`config.mk`:
```
export PLATFORM = sky130hd
export DESIGN_NAME = sliding_window_receiver
export DESIGN_NICKNAME = d
export VERILOG_FILES = /design/src/hw/rtl/swr_pkg.sv /design/src/hw/rtl/sliding_window_receiver.sv /design/src/hw/rtl/swr_front.sv /design/src/hw/rtl/swr_back.sv
export SDC_FILE = /design/constraint.sdc
export NUM_CORES = 1
export LEC_CHECK = 0
export ABC_AREA = 1
export BUFFER_PORTS_ARGS = -buffer_cell sky130_fd_sc_hd__buf_2
export CORE_MARGIN = 2
export CORE_UTILIZATION = 61
export CTS_CLUSTER_SIZE = 20
export DETAILED_ROUTE_END_ITERATION = 8
export PLACE_DENSITY = 0.92
export RECOVER_POWER = 100
export SLEW_MARGIN = 20
export SYNTH_ARGS = -nofsm -noshare
export SYNTH_HDL_FRONTEND = slang
export SYNTH_SLANG_ARGS = --single-unit
```
`constraint.sdc`:
```
create_clock -name i_clk -period 8.9 [get_ports i_clk]
set_input_delay 1.335 -clock i_clk [delete_from_list [all_inputs] [get_ports i_clk]]
set_output_delay 1.335 -clock i_clk [all_outputs]
set_load 0.02 [all_outputs]
```
`src/hw/rtl/swr_pkg.sv`:
```
// Package for the sliding-window receiver: widths, codes and the shared
// command and result types. Depends on nothing.
package swr_pkg;

    localparam int MAX_WINDOW = 64;
    localparam int SEQ_W      = 16;
    localparam int SLOT_W     = 6;
    localparam int CNT_W      = 7;
    localparam int IDLE_W     = 20;
    localparam int CFG_IDX_W  = 1;
    localparam int CFG_DATA_W = 20;

    // Command queue between front and back
    localparam int CMD_DEPTH  = 4;
    localparam int CMD_PTR_W  = 2;
    localparam int CMD_CNT_W  = 3;

    // Result queue at the output
    localparam int RES_DEPTH  = 2;
    localparam int RES_PTR_W  = 1;
    localparam int RES_CNT_W  = 2;

    // Item kinds
    localparam logic [1:0] KIND_DATA = 2'd0;
    localparam logic [1:0] KIND_FIN  = 2'd1;
    localparam logic [1:0] KIND_IDLE = 2'd2;

    // Configuration register indexes
    localparam logic [CFG_IDX_W-1:0] CFG_WINDOW_SIZE = 1'b0;
    localparam logic [CFG_IDX_W-1:0] CFG_IDLE_LIMIT  = 1'b1;

    localparam logic [CNT_W-1:0]  WINDOW_RESET = 7'd8;
    localparam logic [IDLE_W-1:0] IDLE_RESET   = 20'd10000;

    // Classified request, as the back end needs it
    typedef struct packed {
        logic              is_data;
        logic              is_fin;
        logic              is_idle;
        logic              seq_hi_zero;
        logic [SLOT_W-1:0] seq_lo;
        logic              more;
        logic              crc_ok;
        logic              fin_ack;
    } t_cmd;

    typedef struct packed {
        logic              store_valid;
        logic [SLOT_W-1:0] store_slot;
        logic              flush_valid;
        logic [CNT_W-1:0]  flush_count;
        logic              ack_valid;
        logic [SLOT_W-1:0] ack_seq;
        logic              fin_valid;
        logic              final_ack_valid;
        logic              done_ok;
        logic              timed_out;
    } t_result;

endpackage

```
`src/hw/rtl/sliding_window_receiver.sv`:
```
// Top level of the sliding-window (go-back-N) receiver control block:
// configuration registers and the front/back split. Depends on swr_pkg,
// swr_front and swr_back.
//
//  channel  | handshake              | payload
//  ---------+------------------------+---------------------------------------------
//  request  | push / full            | kind, seq_num, more_fragments, crc_ok,
//           |                        | is_fin_ack
//  result   | empty / pop            | store, flush, ack, fin, final ack, done,
//           |                        | timeout fields
//  config   | cfg_valid / cfg_ready  | cfg_index, cfg_data (window_size, idle_limit)
//
// One request per cycle sustained while results are popped; every request yields
// exactly one result. A taken request waits in the command queue and is stepped
// into the result queue when it has room; the result is on the ports at its head.
// Reset is synchronous and active low: register defaults, both queues empty.
// With pop held low the two-entry result queue fills, then the four-entry
// command queue, and only then does full rise. cfg_ready is tied high.
module sliding_window_receiver (
    input  logic                           i_clk,
    input  logic                           i_rst_n,
    // request channel
    input  logic                           push,
    output logic                           full,
    input  logic [1:0]                     i_kind,
    input  logic [swr_pkg::SEQ_W-1:0]      i_seq_num,
    input  logic                           i_more_fragments,
    input  logic                           i_crc_ok,
    input  logic                           i_is_fin_ack,
    // result channel
    output logic                           empty,
    input  logic                           pop,
    output logic                           o_store_valid,
    output logic [swr_pkg::SLOT_W-1:0]     o_store_slot,
    output logic                           o_flush_valid,
    output logic [swr_pkg::CNT_W-1:0]      o_flush_count,
    output logic                           o_ack_valid,
    output logic [swr_pkg::SLOT_W-1:0]     o_ack_seq,
    output logic                           o_fin_valid,
    output logic                           o_final_ack_valid,
    output logic                           o_done_ok,
    output logic                           o_timed_out,
    // configuration channel
    input  logic                           i_cfg_valid,
    output logic                           o_cfg_ready,
    input  logic [swr_pkg::CFG_IDX_W-1:0]  i_cfg_index,
    input  logic [swr_pkg::CFG_DATA_W-1:0] i_cfg_data
);

    logic [swr_pkg::CNT_W-1:0]  r_window_size;
    logic [swr_pkg::IDLE_W-1:0] r_idle_limit;
    logic [swr_pkg::CNT_W-1:0]  eff_window;
    logic [swr_pkg::IDLE_W-1:0] eff_limit;
    logic                       cmd_valid;
    logic                       cmd_pop;
    swr_pkg::t_cmd              cmd;
    swr_pkg::t_result           res;

    assign o_cfg_ready = 1'b1;

    // Hold the configuration registers; write on a completed request
    always_ff @(posedge i_clk) begin
        if (!i_rst_n) begin
            r_window_size <= swr_pkg::WINDOW_RESET;
            r_idle_limit  <= swr_pkg::IDLE_RESET;
        end else if (i_cfg_valid) begin
            unique case (i_cfg_index)
                swr_pkg::CFG_WINDOW_SIZE: r_window_size <= i_cfg_data[swr_pkg::CNT_W-1:0];
                swr_pkg::CFG_IDLE_LIMIT:  r_idle_limit  <= i_cfg_data;
                default: ;
            endcase
        end
    end

    // Clamp the window to 2..MAX_WINDOW; a zero idle limit acts as one
    always_comb begin
        if (r_window_size < swr_pkg::CNT_W'(2)) begin
            eff_window = swr_pkg::CNT_W'(2);
        end else if (r_window_size > swr_pkg::CNT_W'(swr_pkg::MAX_WINDOW)) begin
            eff_window = swr_pkg::CNT_W'(swr_pkg::MAX_WINDOW);
        end else begin
            eff_window = r_window_size;
        end
        eff_limit = (r_idle_limit == '0) ? swr_pkg::IDLE_W'(1) : r_idle_limit;
    end

    swr_front u_front (
        .i_clk            (i_clk),
        .i_rst_n          (i_rst_n),
        .push             (push),
        .full             (full),
        .i_kind           (i_kind),
        .i_seq_num        (i_seq_num),
        .i_more_fragments (i_more_fragments),
        .i_crc_ok         (i_crc_ok),
        .i_is_fin_ack     (i_is_fin_ack),
        .o_cmd_valid      (cmd_valid),
        .o_cmd            (cmd),
        .i_cmd_pop        (cmd_pop)
    );

    swr_back u_back (
        .i_clk       (i_clk),
        .i_rst_n     (i_rst_n),
        .i_window    (eff_window),
        .i_limit     (eff_limit),
        .i_cmd_valid (cmd_valid),
        .i_cmd       (cmd),
        .o_cmd_pop   (cmd_pop),
        .empty       (empty),
        .pop         (pop),
        .o_res       (res)
    );

    assign o_store_valid     = res.store_valid;
    assign o_store_slot      = res.store_slot;
    assign o_flush_valid     = res.flush_valid;
    assign o_flush_count     = res.flush_count;
    assign o_ack_valid       = res.ack_valid;
    assign o_ack_seq         = res.ack_seq;
    assign o_fin_valid       = res.fin_valid;
    assign o_final_ack_valid = res.final_ack_valid;
    assign o_done_ok         = res.done_ok;
    assign o_timed_out       = res.timed_out;

endmodule

```
`src/hw/rtl/swr_front.sv`:
```
// Front end of the sliding-window receiver: classifies incoming requests
// and holds them in a short command queue. Depends on swr_pkg.
module swr_front (
    input  logic                      i_clk,
    input  logic                      i_rst_n,
    input  logic                      push,
    output logic                      full,
    input  logic [1:0]                i_kind,
    input  logic [swr_pkg::SEQ_W-1:0] i_seq_num,
    input  logic                      i_more_fragments,
    input  logic                      i_crc_ok,
    input  logic                      i_is_fin_ack,
    output logic                      o_cmd_valid,
    output swr_pkg::t_cmd             o_cmd,
    input  logic                      i_cmd_pop
);

    swr_pkg::t_cmd                    r_q [swr_pkg::CMD_DEPTH];
    logic [swr_pkg::CMD_PTR_W-1:0]    r_wr_ptr;
    logic [swr_pkg::CMD_PTR_W-1:0]    r_rd_ptr;
    logic [swr_pkg::CMD_CNT_W-1:0]    r_cnt;
    swr_pkg::t_cmd                    cmd_in;
    logic                             wr_en;
    logic                             rd_en;

    // Classify the request
    always_comb begin
        cmd_in             = '0;
        cmd_in.is_data     = (i_kind == swr_pkg::KIND_DATA);
        cmd_in.is_fin      = (i_kind == swr_pkg::KIND_FIN);
        cmd_in.is_idle     = (i_kind == swr_pkg::KIND_IDLE);
        cmd_in.seq_hi_zero = (i_seq_num[swr_pkg::SEQ_W-1:swr_pkg::SLOT_W] == '0);
        cmd_in.seq_lo      = i_seq_num[swr_pkg::SLOT_W-1:0];
        cmd_in.more        = i_more_fragments;
        cmd_in.crc_ok      = i_crc_ok;
        cmd_in.fin_ack     = i_is_fin_ack;
    end

    assign full        = (r_cnt == swr_pkg::CMD_CNT_W'(swr_pkg::CMD_DEPTH));
    assign wr_en       = push & ~full;
    assign o_cmd_valid = (r_cnt != '0);
    assign rd_en       = i_cmd_pop & o_cmd_valid;
    assign o_cmd       = r_q[r_rd_ptr];

    always_ff @(posedge i_clk) begin
        if (wr_en) begin
            r_q[r_wr_ptr] <= cmd_in;
        end
    end

    always_ff @(posedge i_clk) begin
        if (!i_rst_n) begin
            r_wr_ptr <= '0;
            r_rd_ptr <= '0;
            r_cnt    <= '0;
        end else begin
            if (wr_en) begin
                r_wr_ptr <= r_wr_ptr + 1'b1;
            end
            if (rd_en) begin
                r_rd_ptr <= r_rd_ptr + 1'b1;
            end
            case ({wr_en, rd_en})
                2'b10:   r_cnt <= r_cnt + 1'b1;
                2'b01:   r_cnt <= r_cnt - 1'b1;
                default: r_cnt <= r_cnt;
            endcase
        end
    end

endmodule

```
`src/hw/rtl/swr_back.sv`:
```
// Back end of the sliding-window receiver: protocol state, one request per
// cycle while the output has room, and the result queue. Depends on swr_pkg.
module swr_back (
    input  logic                       i_clk,
    input  logic                       i_rst_n,
    input  logic [swr_pkg::CNT_W-1:0]  i_window,
    input  logic [swr_pkg::IDLE_W-1:0] i_limit,
    input  logic                       i_cmd_valid,
    input  swr_pkg::t_cmd              i_cmd,
    output logic                       o_cmd_pop,
    output logic                       empty,
    input  logic                       pop,
    output swr_pkg::t_result           o_res
);

    localparam int MOD_W = swr_pkg::CNT_W + swr_pkg::SLOT_W;

    logic [swr_pkg::SLOT_W-1:0]  r_exp;
    logic [swr_pkg::CNT_W-1:0]   r_pkt_cnt;
    logic                        r_end_seen;
    logic                        r_fin_sent;
    logic                        r_finished;
    logic [swr_pkg::IDLE_W-1:0]  r_idle_cnt;

    logic [swr_pkg::SLOT_W-1:0]  n_exp;
    logic [swr_pkg::CNT_W-1:0]   n_pkt_cnt;
    logic                        n_end_seen;
    logic                        n_fin_sent;
    logic                        n_finished;
    logic [swr_pkg::IDLE_W-1:0]  n_idle_cnt;

    swr_pkg::t_result            res;
    swr_pkg::t_result            r_rq [swr_pkg::RES_DEPTH];
    logic [swr_pkg::RES_PTR_W-1:0] r_wr_ptr;
    logic [swr_pkg::RES_PTR_W-1:0] r_rd_ptr;
    logic [swr_pkg::RES_CNT_W-1:0] r_cnt;

    logic [swr_pkg::CNT_W-1:0]   next_seq;
    logic [swr_pkg::CNT_W-1:0]   next_mod;
    logic [MOD_W-1:0]            mod_sub;
    logic [swr_pkg::CNT_W-1:0]   pkt_inc;
    logic [swr_pkg::IDLE_W-1:0]  idle_inc;
    logic                        in_order;
    logic                        end_new;
    logic                        out_space;
    logic                        go;
    logic                        rd_en;

    assign empty     = (r_cnt == '0);
    assign rd_en     = pop & ~empty;
    assign out_space = (r_cnt != swr_pkg::RES_CNT_W'(swr_pkg::RES_DEPTH)) | rd_en;
    assign go        = i_cmd_valid & out_space;
    assign o_cmd_pop = go;
    assign o_res     = r_rq[r_rd_ptr];

    assign next_seq = {1'b0, r_exp} + 1'b1;
    assign pkt_inc  = r_pkt_cnt + 1'b1;
    assign idle_inc = (r_idle_cnt != '1) ? r_idle_cnt + 1'b1 : r_idle_cnt;
    assign in_order = i_cmd.is_data & i_cmd.seq_hi_zero & (i_cmd.seq_lo == r_exp)
                    & i_cmd.crc_ok;
    assign end_new  = r_end_seen | (in_order & ~i_cmd.more);

    // Reduce the next expected number modulo the window by shifted subtracts
    always_comb begin
        next_mod = next_seq;
        for (int k = swr_pkg::SLOT_W - 1; k >= 0; k--) begin
            mod_sub = MOD_W'(i_window) << k;
            if (MOD_W'(next_mod) >= mod_sub) begin
                next_mod = swr_pkg::CNT_W'(MOD_W'(next_mod) - mod_sub);
            end
        end
    end

    always_comb begin
        n_exp      = r_exp;
        n_pkt_cnt  = r_pkt_cnt;
        n_end_seen = r_end_seen;
        n_fin_sent = r_fin_sent;
        n_finished = r_finished;
        n_idle_cnt = r_idle_cnt;
        res        = '0;
        if (!r_finished) begin
            if (i_cmd.is_data) begin
                n_idle_cnt = '0;
                n_pkt_cnt  = pkt_inc;
                if (in_order) begin
                    res.store_valid = 1'b1;
                    res.store_slot  = r_exp;
                    if ((!i_cmd.more || next_seq >= i_window) && !r_fin_sent) begin
                        res.flush_valid = 1'b1;
                        res.flush_count = next_seq;
                    end
                    n_exp      = next_mod[swr_pkg::SLOT_W-1:0];
                    n_end_seen = end_new;
                end
                if (pkt_inc == (i_window - 1'b1) || end_new) begin
                    res.ack_valid = 1'b1;
                    res.ack_seq   = n_exp;
                    n_pkt_cnt     = '0;
                end
                if (end_new && !r_fin_sent) begin
                    n_fin_sent    = 1'b1;
                    res.fin_valid = 1'b1;
                end
            end else if (i_cmd.is_fin) begin
                n_idle_cnt = '0;
                if (i_cmd.fin_ack) begin
                    res.final_ack_valid = 1'b1;
                    res.done_ok         = 1'b1;
                    n_finished          = 1'b1;
                end
            end else if (i_cmd.is_idle) begin
                n_idle_cnt = idle_inc;
                if (idle_inc >= i_limit) begin
                    res.timed_out = 1'b1;
                    n_finished    = 1'b1;
                end
            end
        end
    end

    always_ff @(posedge i_clk) begin
        if (go) begin
            r_rq[r_wr_ptr] <= res;
        end
    end

    always_ff @(posedge i_clk) begin
        if (!i_rst_n) begin
            r_exp      <= '0;
            r_pkt_cnt  <= '0;
            r_end_seen <= 1'b0;
            r_fin_sent <= 1'b0;
            r_finished <= 1'b0;
            r_idle_cnt <= '0;
            r_wr_ptr   <= '0;
            r_rd_ptr   <= '0;
            r_cnt      <= '0;
        end else begin
            if (go) begin
                r_exp      <= n_exp;
                r_pkt_cnt  <= n_pkt_cnt;
                r_end_seen <= n_end_seen;
                r_fin_sent <= n_fin_sent;
                r_finished <= n_finished;
                r_idle_cnt <= n_idle_cnt;
                r_wr_ptr   <= r_wr_ptr + 1'b1;
            end
            if (rd_en) begin
                r_rd_ptr <= r_rd_ptr + 1'b1;
            end
            case ({go, rd_en})
                2'b10:   r_cnt <= r_cnt + 1'b1;
                2'b01:   r_cnt <= r_cnt - 1'b1;
                default: r_cnt <= r_cnt;
            endcase
        end
    end

endmodule

```
==> results.txt, run 1 <==
The maximum cell stage delay along the critical path was 0.41 ns. At the end of the flow, the number of nets in the layout was 1305. Clock tree synthesis found a total of 179 sinks.

The number of placement rows is 46. For the via count of the first global-routing pass, the log shows 7921. Data on the critical path is required at its endpoint by 9.08 ns.

The number of nets handed over by synthesis was 1217. The final design instance area without fill is 11200 µm². The tools report the final weighted congestion in routability-driven placement as 0.968. The tools report the met2 global-route usage as 0.454. Counting every instance in the synthesized netlist gives 1102. The die covers 17200 µm². The proportion of register bits with asynchronous set or reset after synthesis works out to 0.

The worst setup path is captured at a flop. For the core outline area, the log shows 15900 µm². The met1 track demand over resource was 0.355; the count of flip-flops with a built-in enable after synthesis was 102. The worst clock skew came out at 0.00767 ns.

Global-route track usage on met3: 0.0509. The finished layout holds 1419 standard cells, fillers aside. Relative to the synthesized area, the layout overhead comes to 13.2%.

The count of final hold-check violations was 0; the fraction of layout cells with a size suffix above 1 was 0.134. The post-route fraction of the period consumed by the critical path is 0.960. The library cell occupying the most area in the post-synthesis netlist was sky130_fd_sc_hd__edfxtp_1. The first routing iteration left 886 violations. The most common library cell in the layout ignoring fill and taps is sky130_fd_sc_hd__nand2_1. Area of the mapped netlist: 9890 µm². Once detail routing completed, the nets flagged for antenna violations numbered 0. The overall die width was 131 µm; the measured slew at the worst slew-check pin was 1.79 ns. The checks that failed: max-capacitance violations, max-slew violations. VDD sags by at most 0.239 mV. For the all-layer global routing usage, the log shows 0.273. The run gives 2 as the buffer levels on the longest clock path. The tools report the estimated wirelength of the detail-placed design as 16500 µm.

STA classifies the critical path startpoint as a flop. The logs give 1150 for the number of fill cells and 0 for the number of endpoints failing setup at the final stage. The run finished, with violations left. The type of the most critical hold path was reg -> reg. Derived from the worst setup path, the maximum achievable clock frequency is 0.117 GHz.

The H-tree level count is 4. The remaining global-route overflow came out at 0. STA puts the critical path data arrival time at 8.72 ns. Entering global routing, the biggest net connects 45 pins. In this run the power density over the cells is 369 nW/µm². The logs give 10500 µm² for the instance area at placement and 0 for the detailed-route DRC error count.

The number of antenna diodes in the final layout is 0. The cell with the most instances on the worst path is sky130_fd_sc_hd__nand2_1. TritonCTS built the clock tree. The library cells used most frequently in the layout, excluding fill and tap cells, are sky130_fd_sc_hd__nand2_1, sky130_fd_sc_hd__inv_1, sky130_fd_sc_hd__edfxtp_1.

The logs give 38000 µm for the wire length of the first global-routing pass and 17 for the total CTS buffers. The logs give 0 for the initial antenna violation count and 0.623 for the starting density of the core. Among all flip-flop cells after synthesis, the most frequent one is sky130_fd_sc_hd__edfxtp_1. The worst setup path is of the reg -> reg kind.

For this design, the slowest cell found on the critical path is sky130_fd_sc_hd__dfxtp_1. The critical path contains buffers and inverters numbering 7 combined. The tools report the startpoint of the tightest hold check path as r_idle_limit[12].

The wire length after detailed routing came out at 24100 µm. In this design, the largest share of critical-path delay is due to simple AND/OR/NAND/NOR gates. Number of I/O port buffers: 74. The area fraction of the dominant cell type after synthesis was 0.310. The sequential fraction of the synthesis area is 0.466. Each instance of the synthesized netlist takes up on average 8.97 µm². The vertical extent of the die is 131 µm. The post-synthesis sequential element count is 179, and the routed length per instance is 17.0 µm.

The number of distinct library cells after synthesis came out at 59. The run gives 104 as the final-report max-slew violation count. The tree is rooted in a sky130_fd_sc_hd__clkbuf_16.

The number of placed instances, taps included is 1378, and the shortest clock period the worst path allows after layout is 8.55 ns. The tools report the number of vias in the routed layout as 8367. The worst register-to-register path begins at u_back.r_exp[0].

The number of optimization iterations in the first detailed-route pass is 8. Dividing the detail-routed via count by the number of cells gives 5.90. The most critical setup path has its startpoint at u_back.r_exp[0]. Ranked by total cell area, the synthesized netlist is headed by sky130_fd_sc_hd__edfxtp_1, sky130_fd_sc_hd__dfxtp_1, sky130_fd_sc_hd__ha_1. At the later pin of the worst-skew pair, clock insertion delay measures 0.44 ns.

Across the run, the number of max-cap violations was 4. The worst-case headroom to the max-slew limit came out at -0.191. The total of warnings raised by yosys is 0.

Clock-pin slew was measured on the worst setup and hold paths at 0.07 ns. The maximum fanout along the worst path was 8. The I/O pin count is 76, and the leakage power summed over all cells is 4.58 nW.

The layer with the highest usage was met2.
## metrics by stage
step           hold WS, ns  setup TNS, ns  total power, mW   util  setup WS [ns]
2_1_floorplan        0.425              0             2.61      -          0.765
3_3_place_gp         0.436              0             3.01  0.661          0.462
3_5_place_dp         0.458              0             3.08  0.661         0.0581
4_1_cts              0.485              0             3.87  0.699         0.0236
5_1_grt              0.508          -3.56             4.41  0.705         -0.297
6_report             0.485              0             4.13  0.705          0.353
## cells in the mapped netlist, types with 4 or more instances
cell type	number
sky130_fd_sc_hd__a21oi_1	91
sky130_fd_sc_hd__o21ai_0	68
sky130_fd_sc_hd__o211ai_1	8
sky130_fd_sc_hd__o21bai_1	4
sky130_fd_sc_hd__o21ai_2	6
sky130_fd_sc_hd__nor2_4	4
sky130_fd_sc_hd__nand2_2	8
sky130_fd_sc_hd__fa_1	6
sky130_fd_sc_hd__xnor2_1	14
sky130_fd_sc_hd__inv_2	7
sky130_fd_sc_hd__o21ai_1	11
sky130_fd_sc_hd__xor2_1	33
sky130_fd_sc_hd__nand4_1	20
sky130_fd_sc_hd__ha_1	62
sky130_fd_sc_hd__buf_2	7
sky130_fd_sc_hd__edfxtp_1	102
sky130_fd_sc_hd__mux2_2	25
sky130_fd_sc_hd__dfxtp_1	77
sky130_fd_sc_hd__inv_1	119
sky130_fd_sc_hd__nor4_1	12
sky130_fd_sc_hd__nand2_1	188
sky130_fd_sc_hd__nor3_1	11
sky130_fd_sc_hd__clkbuf_1	17
sky130_fd_sc_hd__nor2_1	95
sky130_fd_sc_hd__nand3_1	52
sky130_fd_sc_hd__o22ai_1	7
## repair_timing
item	4_1_cts	5_1_grt
setup buffers	0	8
setup endpoints to repair	0	18
resized for setup	0	30
hold buffers	0	0
## area by class of cell
type | instances | area (µm²) | area share
multi-input cells | 764 | 4750 | 0.424
flip-flops and latches | 179 | 4610 | 0.411
inverters | 129 | 489 | 0.0437
repair buffers | 99 | 478 | 0.0427
well taps | 216 | 270 | 0.0241
clock inverters | 13 | 173 | 0.0154
clock buffers | 19 | 433 | 0.0387
## power by group
part	switching, mW	total (mW)	leakage, nW	internal, mW
clock network	0.336	0.784	0.294	0.448
registers	0.0835	1.14	1.59	1.06
logic	1.43	2.20	2.69	0.772
total	1.85	4.13	4.58	2.28
## state kept, by name, summed over array words and instances (netlist names), named ones only
name,cells
u_front.r_q,52
u_back.r_rq,50
r_idle_limit,20
u_back.r_idle_cnt,20
r_window_size,7
u_back.r_pkt_cnt,7
u_back.r_exp,6
u_front.r_cnt,3
u_back.r_cnt,2
u_front.r_rd_ptr,2
u_front.r_wr_ptr,2
u_back.r_end_seen,1
u_back.r_fin_sent,1
u_back.r_finished,1
u_back.r_rd_ptr,1
u_back.r_wr_ptr,1
## routing by layer
layer | part of all wire | up-vias
met5 | 0 | -
met2 | 0.47 | 418
met3 | 0.081 | 86
li1 | - | 3955
met1 | 0.41 | 3908
met4 | 0.038 | 0
## worst register-to-register path, delay by kind of cell (launching register included)
| kind | cells | cell delay (ns) |
|---|---|---|
| flops | 1 | 0.41 |
| buf+inv | 7 | 0.68 |
| xor+xnor | 1 | 0.10 |
| compound gates | 11 | 1.79 |
| fa+ha+maj | 6 | 1.90 |
| simple gates | 32 | 3.41 |
## final timing paths
check                 endpoint  slack (ns)  cells past startpoint
max reg2reg  u_back.r_rq[1][5]        0.35                     57
max          u_back.r_rq[1][5]        0.35                     57
min           r_idle_limit[12]        0.48                      2
min reg2reg   r_idle_limit[12]        0.48                      2
## cells by family (layout without fill, tap and decap cells)
kind of cell	count (synthesis)	after routing	share of synthesized area
XOR/XNOR	48	48	0.0433
AO/OA/AOI/OAI	215	216	0.122
other	1	1	0.000379
AND/OR/NAND/NOR	405	405	0.183
flip-flops	179	179	0.466
buffers and inverters	160	260	0.0654
multiplexers	26	26	0.0295
adder cells (fa/ha/maj)	68	68	0.0906
Power figures use the tool's default switching activity.
==> inputs of run 2 (changes only) <==
--- a/config.mk
+++ b/config.mk
@@ -8,10 +8,11 @@
 export ABC_AREA = 1
 export BUFFER_PORTS_ARGS = -buffer_cell sky130_fd_sc_hd__buf_2
 export CORE_MARGIN = 2
-export CORE_UTILIZATION = 61
+export CORE_UTILIZATION = 63
+export CTS_BUF_LIST = sky130_fd_sc_hd__clkbuf_8
 export CTS_CLUSTER_SIZE = 20
 export DETAILED_ROUTE_END_ITERATION = 8
-export PLACE_DENSITY = 0.92
+export PLACE_DENSITY = 0.94
 export RECOVER_POWER = 100
 export SLEW_MARGIN = 20
 export SYNTH_ARGS = -nofsm -noshare
==> results.txt, run 2 (synthesis results as in run 1) <==
The run finished, with violations left. The final reports fail on max-capacitance violations, max-slew violations. The remaining global-route overflow is 0, and the post-route fraction of the period consumed by the critical path is 0.963.

In this run the static leakage power is 4.49 nW. Setup violations remaining at the end of the flow were counted as 0. For this block, the routed nets add up to 24300 µm of wire. In this design, the stage delay of the slowest critical-path cell is 0.37 ns.

The run gives 0 as the initial antenna violation count. In the final layout, the registers with the most flip-flops are u_front.r_q x52, u_back.r_rq x50. The routed length per instance is 17.3 µm, and the final weighted congestion in routability-driven placement is 0.966. The worst setup path is of the reg -> reg kind. In this run the worst path has a maximum fanout of 9. The post-synthesis to final-layout area growth came out at 11.2%.

The starting density of the core was 0.648. Worst-case headroom to the max-slew limit: -0.207. The run gives 0.117 GHz as the maximum clock rate. The tightest min-delay check is of the reg -> reg type.

The vertical extent of the die works out to 129 µm. I/O pin count: 76. The run gives 0.285 as the all-layer global routing usage. The logs give 72 for the final-report max-slew violation count and 0.0172 ns for the worst clock skew. TritonCTS built the clock tree. For this run, the detailed router's first-pass iteration total came to 6. Port buffering added 74 buffers. The final core utilization was 0.720; the via count of the first global-routing pass was 8131. For flop-to-flop paths, the worst setup slack is 0.33 ns.

H-tree level count: 4. STA classifies the critical path endpoint as a flop. The logs give 17 for the total CTS buffers and 9.21 ns for the data required time at the worst endpoint. For this design, the slowest cell found on the critical path is sky130_fd_sc_hd__dfxtp_2.

Critical path arrival: 8.88 ns. Estimated wirelength of the detail-placed design: 16200 µm. The core outline area was 15300 µm²; the detailed-route DRC error count was 0.

Die area: 16700 µm². Total power for the finished layout comes to 3.94 mW. Power spread over the standard cell area amounts to 358 nW/µm². The run gives 3 as the number of max-capacitance violations reported. The number of hold buffers added after CTS was 0.

The overall die width is 129 µm, and the number of nets at the end of the flow is 1297. The run gives 45 as the largest net degree at the start of global routing. The number of diodes came out at 0. The number of vias per cell after detailed routing was 5.97; the shortest clock period the worst path allows after layout was 8.57 ns. The number of flip-flops in the largest register is 52. The first global-routing pass estimated 37400 µm of wire. The number of fill cells came out at 1101. The run gives 0.245 mV as the worst voltage drop across the vdd grid. Register bank with the most flops: u_front.r_q.

After clock tree synthesis, the clock-pin slew on the worst setup and hold paths is 0.10 ns. The category of the worst setup path launch point is a flop. Cell with the most instances on the worst path: sky130_fd_sc_hd__nand2_1. The most common library cell in the layout ignoring fill and taps is sky130_fd_sc_hd__nand2_1. The buffer levels on the longest clock path is 2, and the count of non-filler cells in the finished layout is 1406. The clock net in this run drives a total of 179 sinks.

The number of DRC violations after detailed-routing iteration 0 is 724, and the number of placed instances, taps included is 1369. The fraction of layout cells with a size suffix above 1 came out at 0.137. The count of final hold-check violations was 0; the remaining antenna violation count after routing was 0. At the later pin of the worst-skew pair, clock insertion delay measures 0.48 ns. In the layout the commonest cells are sky130_fd_sc_hd__nand2_1, sky130_fd_sc_hd__inv_1, sky130_fd_sc_hd__edfxtp_1.

The number of vias in the routed layout came out at 8397. The clock tree root buffer cell is sky130_fd_sc_hd__clkbuf_8. The initialized floorplan defines 45 standard-cell rows. At the pin with the least slew margin, the transition time is 1.81 ns.
run 2: final cells by class:
cell class / instances / area [µm²] / share of cell area
Sequential cell: 179 / 4610 / 0.419
Inverter: 129 / 494 / 0.0450
Timing Repair Buffer: 92 / 443 / 0.0403
Clock buffer: 18 / 248 / 0.0225
Tap cell: 211 / 264 / 0.0240
Multi-Input combinational cell: 763 / 4760 / 0.433
Clock inverter: 14 / 179 / 0.0163
run 2: per-layer routing:
metal,part of all wire,vias up,wire length [µm],track usage
met4,0.040,0,981,0.143
met2,0.50,385,12200,0.498
li1,-,3932,-,-
met3,0.066,93,1610,0.0640
met1,0.39,3987,9530,0.331
met5,0,-,0,0
run 2: power breakdown:
group | internal (mW) | switching (mW) | total, mW | leakage [nW]
Clock | 0.290 | 0.311 | 0.601 | 0.220
Sequential | 1.06 | 0.0947 | 1.15 | 1.60
Combinational | 0.791 | 1.39 | 2.18 | 2.67
run 2: worst paths after layout:
kind / startpoint / to / depth (start not counted)
setup reg to reg: r_window_size[6] / u_back.r_rq[1][6] / 63
hold / removal: u_back.r_rd_ptr / flop / 1
hold reg to reg: u_back.r_rd_ptr / flop / 1
setup / recovery: r_window_size[6] / u_back.r_rq[1][6] / 63
run 2: repair_timing:
item / 4_1_cts / 5_1_grt
pin swaps: 1 / 12
gates resized for setup: 1 / 37
buffers inserted: 1 / 4
setup endpoints to repair: 2 / 18
run 2: metrics by stage:
| stage | instance area [µm²] | setup TNS [ns] | hold WS [ns] | setup WS (ns) |
|---|---|---|---|---|
| after floorplan | 9890 | 0 | 0.425 | 0.765 |
| after global placement | 10500 | 0 | 0.435 | 0.487 |
| after detailed placement | 10500 | -0.0260 | 0.442 | -0.0130 |
| after CTS | 10900 | 0 | 0.463 | 0.0713 |
| after global routing | 11000 | -3.10 | 0.496 | -0.258 |
| final | 11000 | 0 | 0.470 | 0.332 |
run 2: worst max-delay path: cells and delay by family (launching register included):
kind	cells	cell delay (ns)
AO/OA/AOI/OAI	9	1.34
buffers and inverters	10	0.78
flip-flops	1	0.37
AND/OR/NAND/NOR	38	4.13
adder cells (fa/ha/maj)	6	1.77
==> inputs of run 3 (changes only) <==
--- a/config.mk
+++ b/config.mk
@@ -12,6 +12,7 @@
 export CTS_BUF_LIST = sky130_fd_sc_hd__clkbuf_8
 export CTS_CLUSTER_SIZE = 20
 export DETAILED_ROUTE_END_ITERATION = 8
+export GPL_TIMING_DRIVEN = 0
 export PLACE_DENSITY = 0.94
 export RECOVER_POWER = 100
 export SLEW_MARGIN = 20
==> results.txt, run 3 (synthesis results as in run 1) <==
The flow ran to the end, but the final reports show violations. The final reports fail on max-capacitance violations, max-slew violations. The repair_antennas step left the layout with diodes totalling 0. The tools report the data required time at the worst endpoint as 9.13 ns. At the pin with the least slew margin, the transition time is 2.19 ns. The tools report the via count of the first global-routing pass as 8335. Once detailed placement completed, the half-perimeter wirelength came to 17000 µm.

On the worst path, the slowest cell contributes a delay of 0.35 ns. The type of the most critical hold path was reg -> reg. Clock skew on the completed layout was measured at 0.0168 ns. In this run the static leakage power is 4.61 nW. Hold repair after CTS inserted 0 buffers.

The worst setup path is launched from a flop. The largest registers in the layout are u_front.r_q x52, u_back.r_rq x50. For this block, the routed nets add up to 24100 µm of wire. At the later pin of the worst-skew pair, clock insertion delay measures 0.48 ns. Across the VDD grid, the largest voltage drop is 0.192 mV. After the flow finishes, the layout carries non-filler instances totaling 1438. The number of DRC violations after detailed-routing iteration 0 was 774. Wire length of the first global-routing pass: 37800 µm. Clock-pin slew was measured on the worst setup and hold paths at 0.11 ns. The post-route setup TNS is 0 ns, and the remaining global-route overflow is 0. The worst hold path stage count is 1.

Worst-case headroom to the max-slew limit: -0.464. By startpoint and endpoint, the worst setup path is classified as reg -> reg. Dividing the detail-routed wire length by the instance count gives 16.8 µm. For the worst setup path, the data arrival time is 8.74 ns.

Static timing analysis puts the maximum clock frequency at 0.118 GHz. The starting density of the core came out at 0.648. Setup violations remaining at the end of the flow were counted as 0. The register with the most flip-flops in the final layout is u_front.r_q. Post-route fraction of the period consumed by the critical path: 0.956.

For the final design instance area without fill, the log shows 11200 µm². The cell that appears most often on the critical path is sky130_fd_sc_hd__nand2_1. Power comes to 3.93 mW. The first detailed-routing pass took 6 iterations. The fraction of layout cells with a size suffix above 1 came out at 0.164. Most common library cell in the layout ignoring fill and taps: sky130_fd_sc_hd__nand2_1. After layout, the minimum clock period comes to 8.51 ns.

Fill cells in the final layout number 1055. Instance area at placement: 10500 µm². In this run the remaining antenna-violating nets after routing total 0. At the end of routability-driven placement, the weighted congestion stood at 0.980. The tree is rooted in a sky130_fd_sc_hd__clkbuf_8.

The number of nets at the end of the flow is 1329. No sink is reached through more buffers than the 2 on the longest clock path. The run gives 53 as the final-report max-slew violation count. TritonCTS built the clock tree.

The area growth from synthesis to layout is 12.8%. The number of clock buffers added by TritonCTS is 17. The I/O pin count came out at 76. The critical path's slowest cell was sky130_fd_sc_hd__ha_1. Detailed-route DRC error count: 0. The initialized floorplan defines 45 standard-cell rows. The register with the most flip-flops in the layout has 52 of them.

The maximum fanout along the worst path was 7; the largest net degree at the start of global routing was 27. For the number of placed instances, taps included, the log shows 1387. The initial antenna violation count was 0. Vertical extent of the die: 129 µm. Hold is met by 0.467 ns. Counting cells, the worst reg-to-reg path comes to 60. After detailed routing, the number of vias per cell comes to 5.83.

The floorplan step defined a core boundary enclosing 15300 µm². The H-tree level count is 4, and the power per standard cell area is 352 nW/µm². The floorplan step set the die width to 129 µm. The number of sinks handled by clock tree synthesis was 179; the number of I/O port buffers was 74.

The die covers 16700 µm². The library cells used most frequently in the layout, excluding fill and tap cells, are sky130_fd_sc_hd__nand2_1, sky130_fd_sc_hd__inv_1, sky130_fd_sc_hd__edfxtp_1. The all-layer global routing usage came out at 0.290. The routed layout has 8381 vias.

For the count of final hold-check violations, the log shows 0. The tools report the element type at the critical path end as a flop. Across the run, the number of max-cap violations was 2.
run 3: per-layer routing:
layer | share of wire | global-route usage | vias to the layer above
met5 | 0 | 0 | -
met4 | 0.038 | 0.145 | 0
met3 | 0.066 | 0.0537 | 77
met2 | 0.51 | 0.513 | 381
met1 | 0.39 | 0.337 | 3941
li1 | - | - | 3982
run 3: repair_timing:
item | CTS | global route
resized for setup | 12 | 30
pin swaps | 2 | 13
gates cloned | 0 | 0
buffers inserted | 7 | 12
endpoints found under the setup margin | 18 | 18
run 3: final timing paths:
path | slack (ns) | start | to
max reg2reg | 0.39 | r_window_size[4] | u_back.r_rq[0][5]
min reg2reg | 0.47 | u_back.r_rd_ptr | u_back.r_rd_ptr
min | 0.47 | u_back.r_rd_ptr | u_back.r_rd_ptr
max | 0.39 | r_window_size[4] | u_back.r_rq[0][5]
run 3: critical path: cells and delay by family (launching register included):
kind                       cells  cell delay (ns)
and+or+nand+nor               35             3.74
adders and majority gates      6             1.87
AOI/OAI and AO/OA             10             1.40
buffers and inverters          9             0.90
DFF                            1             0.33
run 3: metrics by stage:
stage,worst slack [ns],util
floorplan,0.765,-
global placement,-0.706,0.690
detailed placement,-1.02,0.691
CTS,0.0197,0.721
global route,-0.189,0.731
finish,0.394,0.731
run 3: report_power, final:
part           leakage (nW)  switching, mW  internal (mW)
clock network         0.181          0.319          0.200
registers              1.59         0.0716           1.06
logic                  2.84           1.41          0.869
run 3: final cells by class:
class                      count  area, µm²  share of cell area
buffer                        31        149              0.0133
inverter                     129        493              0.0442
sequential                   179       4610               0.413
clock inverter                15        124              0.0111
timing repair buffer          93        488              0.0437
clock buffer                  17        234              0.0210
multi-input combinational    763       4800               0.430
tap                          211        264              0.0237
